`config.mk`:
```
export PLATFORM = sky130hd
export DESIGN_NAME = lru_slot_replacement_unit
export DESIGN_NICKNAME = d
export VERILOG_FILES = /design/src/lru_pkg.sv /design/src/lru_tag_store.sv /design/src/lru_order_list.sv /design/src/lru_slot_replacement_unit.sv
export SDC_FILE = /design/constraint.sdc
export NUM_CORES = 1
export LEC_CHECK = 0
export BUFFER_PORTS_ARGS = -buffer_cell sky130_fd_sc_hd__buf_2
export CORE_MARGIN = 3
export CORE_UTILIZATION = 35
export DETAILED_ROUTE_END_ITERATION = 16
export SYNTH_ARGS = -nofsm -noshare
export SYNTH_HDL_FRONTEND = slang
export SYNTH_HIERARCHICAL = 1
export SYNTH_SLANG_ARGS = --single-unit
```
`constraint.sdc`:
```
create_clock -name clk -period 6 [get_ports clk]
set_input_delay 0 -clock clk [delete_from_list [all_inputs] [get_ports clk]]
set_output_delay 0 -clock clk [all_outputs]
set_load 0.05 [all_outputs]
```
`src/lru_pkg.sv`:
```
// shared constants for the lru slot replacement unit
package lru_pkg;

    localparam int SLOT_COUNT_DEF = 4;
    localparam int TAG_WIDTH_DEF  = 16;
    localparam int BIN_W          = 16;
    localparam int SLOT_IDX_W     = 2;

endpackage

```
`src/lru_tag_store.sv`:
```
// slot tags, valid bits, fill count and parallel tag match
module lru_tag_store #(
    parameter int SLOT_COUNT = lru_pkg::SLOT_COUNT_DEF,
    parameter int TAG_WIDTH  = lru_pkg::TAG_WIDTH_DEF,
    localparam int IDX_W     = $clog2(SLOT_COUNT),
    localparam int CNT_W     = $clog2(SLOT_COUNT + 1)
) (
    input  logic                 clk,
    input  logic                 rst_n,
    input  logic [TAG_WIDTH-1:0] lookup_tag,
    output logic                 match,
    output logic [IDX_W-1:0]     match_slot,
    output logic                 full,
    output logic [IDX_W-1:0]     fill_slot,
    output logic [CNT_W-1:0]     filled,
    input  logic                 wr_en,
    input  logic [IDX_W-1:0]     wr_slot,
    input  logic [TAG_WIDTH-1:0] wr_tag,
    input  logic [IDX_W-1:0]     rd_slot,
    output logic [TAG_WIDTH-1:0] rd_tag
);
    import lru_pkg::*;

    logic [TAG_WIDTH-1:0]  tag_reg [SLOT_COUNT];
    logic [SLOT_COUNT-1:0] valid_reg;
    logic [SLOT_COUNT-1:0] valid_next;
    logic [CNT_W-1:0]      filled_reg;
    logic [CNT_W-1:0]      filled_next;

    assign full      = (filled_reg == CNT_W'(SLOT_COUNT));
    assign fill_slot = filled_reg[IDX_W-1:0];
    assign filled    = filled_reg;
    assign rd_tag    = tag_reg[rd_slot];

    // lowest matching slot wins
    always_comb
    begin
        match      = 1'b0;
        match_slot = '0;
        for (int i = SLOT_COUNT - 1; i >= 0; i--)
        begin
            if (valid_reg[i] && (tag_reg[i] == lookup_tag))
            begin
                match      = 1'b1;
                match_slot = IDX_W'(i);
            end
        end
    end

    always_comb
    begin
        valid_next  = valid_reg;
        filled_next = filled_reg;
        if (wr_en)
        begin
            valid_next[wr_slot] = 1'b1;
            if (!full)
            begin
                filled_next = filled_reg + CNT_W'(1);
            end
        end
    end

    always_ff @(posedge clk or negedge rst_n)
    begin
        if (!rst_n)
        begin
            valid_reg  <= '0;
            filled_reg <= '0;
        end
        else
        begin
            valid_reg  <= valid_next;
            filled_reg <= filled_next;
        end
    end

    always_ff @(posedge clk)
    begin
        if (wr_en)
        begin
            tag_reg[wr_slot] <= wr_tag;
        end
    end

endmodule

```
`src/lru_order_list.sv`:
```
// recency list of slot numbers, most recent at position zero
module lru_order_list #(
    parameter int SLOT_COUNT = lru_pkg::SLOT_COUNT_DEF,
    localparam int IDX_W     = $clog2(SLOT_COUNT),
    localparam int CNT_W     = $clog2(SLOT_COUNT + 1)
) (
    input  logic             clk,
    input  logic [IDX_W-1:0] lookup_slot,
    input  logic [CNT_W-1:0] filled,
    output logic [IDX_W-1:0] lookup_pos,
    output logic [IDX_W-1:0] lru_slot,
    input  logic             upd_en,
    input  logic [IDX_W-1:0] upd_pos,
    input  logic [IDX_W-1:0] upd_slot
);
    import lru_pkg::*;

    logic [IDX_W-1:0] order_reg [SLOT_COUNT];

    assign lru_slot = order_reg[SLOT_COUNT-1];

    // only filled positions are meaningful
    always_comb
    begin
        lookup_pos = '0;
        for (int i = SLOT_COUNT - 1; i >= 0; i--)
        begin
            if ((CNT_W'(i) < filled) && (order_reg[i] == lookup_slot))
            begin
                lookup_pos = IDX_W'(i);
            end
        end
    end

    // entries before upd_pos move down one, chosen slot goes to the front
    always_ff @(posedge clk)
    begin
        if (upd_en)
        begin
            for (int i = 0; i < SLOT_COUNT; i++)
            begin
                if (i == 0)
                begin
                    order_reg[i] <= upd_slot;
                end
                else if (IDX_W'(i) <= upd_pos)
                begin
                    order_reg[i] <= order_reg[i-1];
                end
            end
        end
    end

endmodule

```
`src/lru_slot_replacement_unit.sv`:
```
// lru slot replacement unit: one request in, hit or fill or eviction result out
// a request passes the input register, then the result register, before its result is valid
// throughput: one request per cycle while the result is not stalled, tag match and recency update in the same cycle
// a stalled result holds the stage behind it; one more request can wait in the input register
// reset clears valid bits, fill count and both stage valids; tags and order need no clearing
module lru_slot_replacement_unit #(
    parameter int SLOT_COUNT = lru_pkg::SLOT_COUNT_DEF,
    parameter int TAG_WIDTH  = lru_pkg::TAG_WIDTH_DEF
) (
    input  logic                         clk,
    input  logic                         rst_n,
    input  logic                         in_valid,
    output logic                         in_ready,
    input  logic [lru_pkg::BIN_W-1:0]    requested_bin,
    output logic                         out_valid,
    input  logic                         out_ready,
    output logic                         hit,
    output logic [lru_pkg::SLOT_IDX_W-1:0] slot_index,
    output logic                         evicted_valid,
    output logic [lru_pkg::BIN_W-1:0]    evicted_bin
);
    import lru_pkg::*;

    localparam int IDX_W = $clog2(SLOT_COUNT);
    localparam int CNT_W = $clog2(SLOT_COUNT + 1);

    logic                  req_valid_reg;
    logic                  req_valid_next;
    logic [TAG_WIDTH-1:0]  req_tag_reg;
    logic [TAG_WIDTH+BIN_W-1:0] bin_ext;

    logic                  out_valid_reg;
    logic                  out_valid_next;
    logic                  hit_reg;
    logic [SLOT_IDX_W-1:0] slot_reg;
    logic                  ev_valid_reg;
    logic [BIN_W-1:0]      ev_bin_reg;

    logic                  advance;
    logic                  match;
    logic [IDX_W-1:0]      match_slot;
    logic                  full;
    logic [IDX_W-1:0]      fill_slot;
    logic [CNT_W-1:0]      filled;
    logic [IDX_W-1:0]      lookup_pos;
    logic [IDX_W-1:0]      lru_slot;
    logic [TAG_WIDTH-1:0]  rd_tag;
    logic                  evict;
    logic [IDX_W-1:0]      slot_sel;
    logic [IDX_W-1:0]      pos_sel;
    logic [IDX_W+SLOT_IDX_W-1:0] slot_ext;
    logic [TAG_WIDTH+BIN_W-1:0]  ev_ext;

    assign advance  = req_valid_reg && (!out_valid_reg || out_ready);
    assign in_ready = !req_valid_reg || advance;
    assign bin_ext  = {{TAG_WIDTH{1'b0}}, requested_bin};

    always_comb
    begin
        req_valid_next = req_valid_reg;
        if (in_valid && in_ready)
        begin
            req_valid_next = 1'b1;
        end
        else if (advance)
        begin
            req_valid_next = 1'b0;
        end
    end

    always_ff @(posedge clk or negedge rst_n)
    begin
        if (!rst_n)
        begin
            req_valid_reg <= 1'b0;
        end
        else
        begin
            req_valid_reg <= req_valid_next;
        end
    end

    always_ff @(posedge clk)
    begin
        if (in_valid && in_ready)
        begin
            req_tag_reg <= bin_ext[TAG_WIDTH-1:0];
        end
    end

    lru_tag_store #(
        .SLOT_COUNT (SLOT_COUNT),
        .TAG_WIDTH  (TAG_WIDTH)
    ) u_tag_store (
        .clk        (clk),
        .rst_n      (rst_n),
        .lookup_tag (req_tag_reg),
        .match      (match),
        .match_slot (match_slot),
        .full       (full),
        .fill_slot  (fill_slot),
        .filled     (filled),
        .wr_en      (advance && !match),
        .wr_slot    (slot_sel),
        .wr_tag     (req_tag_reg),
        .rd_slot    (lru_slot),
        .rd_tag     (rd_tag)
    );

    lru_order_list #(
        .SLOT_COUNT (SLOT_COUNT)
    ) u_order_list (
        .clk         (clk),
        .lookup_slot (match_slot),
        .filled      (filled),
        .lookup_pos  (lookup_pos),
        .lru_slot    (lru_slot),
        .upd_en      (advance),
        .upd_pos     (pos_sel),
        .upd_slot    (slot_sel)
    );

    // hit keeps its slot, fill takes the next free one, eviction reuses the oldest
    assign evict = !match && full;

    always_comb
    begin
        if (match)
        begin
            slot_sel = match_slot;
            pos_sel  = lookup_pos;
        end
        else if (full)
        begin
            slot_sel = lru_slot;
            pos_sel  = IDX_W'(SLOT_COUNT - 1);
        end
        else
        begin
            slot_sel = fill_slot;
            pos_sel  = fill_slot;
        end
    end

    assign slot_ext = {{SLOT_IDX_W{1'b0}}, slot_sel};
    assign ev_ext   = {{BIN_W{1'b0}}, rd_tag};

    always_comb
    begin
        out_valid_next = out_valid_reg;
        if (advance)
        begin
            out_valid_next = 1'b1;
        end
        else if (out_ready)
        begin
            out_valid_next = 1'b0;
        end
    end

    always_ff @(posedge clk or negedge rst_n)
    begin
        if (!rst_n)
        begin
            out_valid_reg <= 1'b0;
        end
        else
        begin
            out_valid_reg <= out_valid_next;
        end
    end

    always_ff @(posedge clk)
    begin
        if (advance)
        begin
            hit_reg      <= match;
            slot_reg     <= slot_ext[SLOT_IDX_W-1:0];
            ev_valid_reg <= evict;
            ev_bin_reg   <= evict ? ev_ext[BIN_W-1:0] : '0;
        end
    end

    assign out_valid     = out_valid_reg;
    assign hit           = hit_reg;
    assign slot_index    = slot_reg;
    assign evicted_valid = ev_valid_reg;
    assign evicted_bin   = ev_bin_reg;

endmodule

```
==> impl_metrics.json <==
{
  "grt_pass1_vias": 2959,
  "power.internal_mw": 1.90,
  "clock_sinks": 117,
  "finalSetupViolations": 0,
  "place_hpwl_um": 6900,
  "final_common_cell": "edfxtp_1",
  "fp.dieW_um": 129,
  "drt_first_iter_violations": 155,
  "overflow": 0,
  "cts-resized-gates": 0,
  "cts.htree.levels": 4,
  "crit_path_start_kind": "flip-flop",
  "cp.required_ps": 6030,
  "antenna_cells": 0,
  "row_count": 44,
  "synth_nets": 351,
  "cts_tree": "done",
  "worstPathArrival_ps": 3850,
  "p_seq_share_pct": 44.0,
  "port_buffers": 41,
  "synthesis.area_um2": 5340,
  "drc": 0,
  "area_growth_pct": 19.4,
  "core_area_um2": 14700,
  "yosys_warnings": 6,
  "worstMarginPinSlew_ps": 1060,
  "p_clk_share_pct": 34.8,
  "async_flop_share_pct": 7.69,
  "synth-seq-cells": 117,
  "via_count": 2823,
  "instances_no_fill": 586,
  "fp.dieArea_um2": 16800,
  "postSynthAreaPerCell_um2": 16.2,
  "numCtsBuffers": 17,
  "p_leak_nw": 2.20,
  "die_y_um": 129,
  "cap_violations": 0,
  "drv_slew": 0,
  "p_total_mw": 2.69,
  "dp_cells": 534,
  "globalplace.congestion": 0.828,
  "ctsLongestPathBuffers": 2,
  "grt_max_degree": 19,
  "ys_types": 44,
  "fmax_mhz": 262,
  "fin_nets": 412,
  "final_cell_mix": "edfxtp_1, xnor2_1, buf_2, dlygate4sd3_1, xor2_1",
  "synth_ff_type": "edfxtp_1",
  "hold_class": "in -> reg",
  "root_buffer": "clkbuf_16",
  "clk_latency_ps": 420,
  "finalSetupTns_ps": 0,
  "largest_reg_flops": 64,
  "fillers": 1266,
  "p_sw_mw": 0.792,
  "skew_ps": 8.12,
  "synth-edff-count": 108,
  "power_switching_share_pct": 29.4,
  "antenna_found_initial": 0,
  "wire_per_inst_um": 17.9,
  "post-cts-setup-buffers": 0,
  "period_share_pct": 63.7,
  "hold_violations": 0,
  "clk_pin_slew_worst_paths_ps": 50,
  "period_needed_ps": 3820,
  "power_density_nw_per_um2": 423,
  "ant_nets": 0,
  "viasPerCell": 4.82,
  "grt_pass1_wl_um": 16700,
  "drive_gt1_share_pct": 28.9,
  "p_comb_share_pct": 21.2,
  "peakVddDrop_mv": 0.156,
  "ioPinCount": 42,
  "rsz0062_at_grt": "false",
  "critPathKind": "reg -> reg",
  "hold_ws_ps": 289,
  "gr-usage-all-layers_pct": 13.8,
  "syn-instance-count": 329,
  "endpoint_kind": "flip-flop",
  "yosysSeqAreaShare_pct": 65.0,
  "relSlewSlack_pct": 29.2,
  "initial_core_util_pct": 36.3,
  "critPathMaxFanout": 17,
  "drtPass1Iterations": 4,
  "status": "complete, no violations",
  "routed_wirelength_um": 10500
}
-- logic make-up after synthesis --
kind of cell             synth area share (%)
flip-flops                               65.0
AND/OR/NAND/NOR                          9.54
XOR/XNOR                                 12.1
buffers and inverters                    3.63
multiplexers                             7.13
AO/OA/AOI/OAI                            2.11
adder cells (fa/ha/maj)                 0.469
-- per-stage QoR --
| step | util (%) | cell area, um2 | setup WS (ps) |
|---|---|---|---|
| 3_3_place_gp | 38.2 | 5620 | 2220 |
| 2_1_floorplan | - | 5340 | 2280 |
| 4_1_cts | 43.4 | 6370 | 2170 |
| 6_report | 43.4 | 6370 | 2180 |
| 3_5_place_dp | 38.2 | 5620 | 2190 |
| 5_1_grt | 43.4 | 6370 | 1770 |
-- final timing paths --
path / end / cells after the start / slack [ps] / startpoint
max in group asynchronous: u_tag_store/valid_reg[1] / 3 / 5130 / rst_n
setup reg to reg: u_tag_store/tag_reg[3][11] / 8 / 2180 / req_tag_reg[15]
min in group asynchronous: u_tag_store/valid_reg[2] / 3 / 570 / rst_n
hold reg to reg: u_tag_store/valid_reg[1] / 1 / 460 / u_tag_store/valid_reg[1]
setup / recovery: u_tag_store/tag_reg[3][11] / 8 / 2180 / req_tag_reg[15]
hold / removal: req_tag_reg[4] / 2 / 290 / requested_bin[4]
-- per-layer routing --
metal	part of all wire, %	vias up	track usage, %
met5	0	-	0
met4	1.9	0	6.54
met3	4.5	14	4.45
met2	48	65	20.9
met1	45	1409	18.1
li1	-	1335	-
-- synthesized netlist by cell type (2+ instances only) --
cell type / number / area, um2
dfrtp_1: 9 / 225
or2_2: 4 / 25.0
o21ai_0: 5 / 25.0
nand3_1: 4 / 20.0
nor3b_1: 2 / 15.0
buf_6: 11 / 124
mux2i_1: 2 / 20.0
mux4_2: 16 / 360
xnor2_1: 52 / 455
a21oi_1: 3 / 15.0
nand2_1: 9 / 33.8
xor2_1: 20 / 175
or3_1: 2 / 12.5
nor2_1: 4 / 15.0
inv_1: 3 / 11.3
nor4_1: 3 / 18.8
and2_2: 16 / 120
nor3_1: 4 / 20.0
buf_2: 8 / 40.0
nand2b_1: 2 / 12.5
and3_1: 2 / 12.5
ha_1: 2 / 25.0
nor2b_1: 2 / 12.5
nand4_1: 10 / 62.6
and2_1: 6 / 37.5
nor4_2: 2 / 25.0
buf_4: 2 / 15.0
edfxtp_1: 108 / 3240
-- critical path, cell delays in order, from the launching register on --
cell      delay (ps)
edfxtp_1         520
xnor2_1          350
nand4_1          150
nor4_1           400
nand2_1          100
a32oi_1          530
nand2_1          100
o21ai_0          320
and3_1           940
-- power groups by stage --
stage          clock, mW  combinational, mW  sequential (mW)
5_1_grt             1.00              0.622             1.21
4_1_cts            0.959              0.580             1.19
3_3_place_gp           0              0.560             1.20
2_1_floorplan          0              0.365             1.26
6_report           0.937              0.571             1.19
3_5_place_dp           0              0.567             1.20
-- cell type report --
| class | instances | area (um2) | share of cell area [%] |
|---|---|---|---|
| clock buffer | 18 | 429 | 6.73 |
| multi-input combinational | 187 | 1690 | 26.5 |
| tap | 184 | 230 | 3.61 |
| clock inverter | 13 | 116 | 1.83 |
| timing repair buffer | 64 | 430 | 6.75 |
| inverter | 3 | 11.3 | 0.177 |
| sequential | 117 | 3470 | 54.4 |
-- what timing repair did --
action | 4_1_cts | 5_1_grt
hold buffers | 21 | 0
setup endpoints to repair | 0 | 0
hold endpoints to repair | 27 | 0
Note: power is estimated with default switching activity, not from simulation.
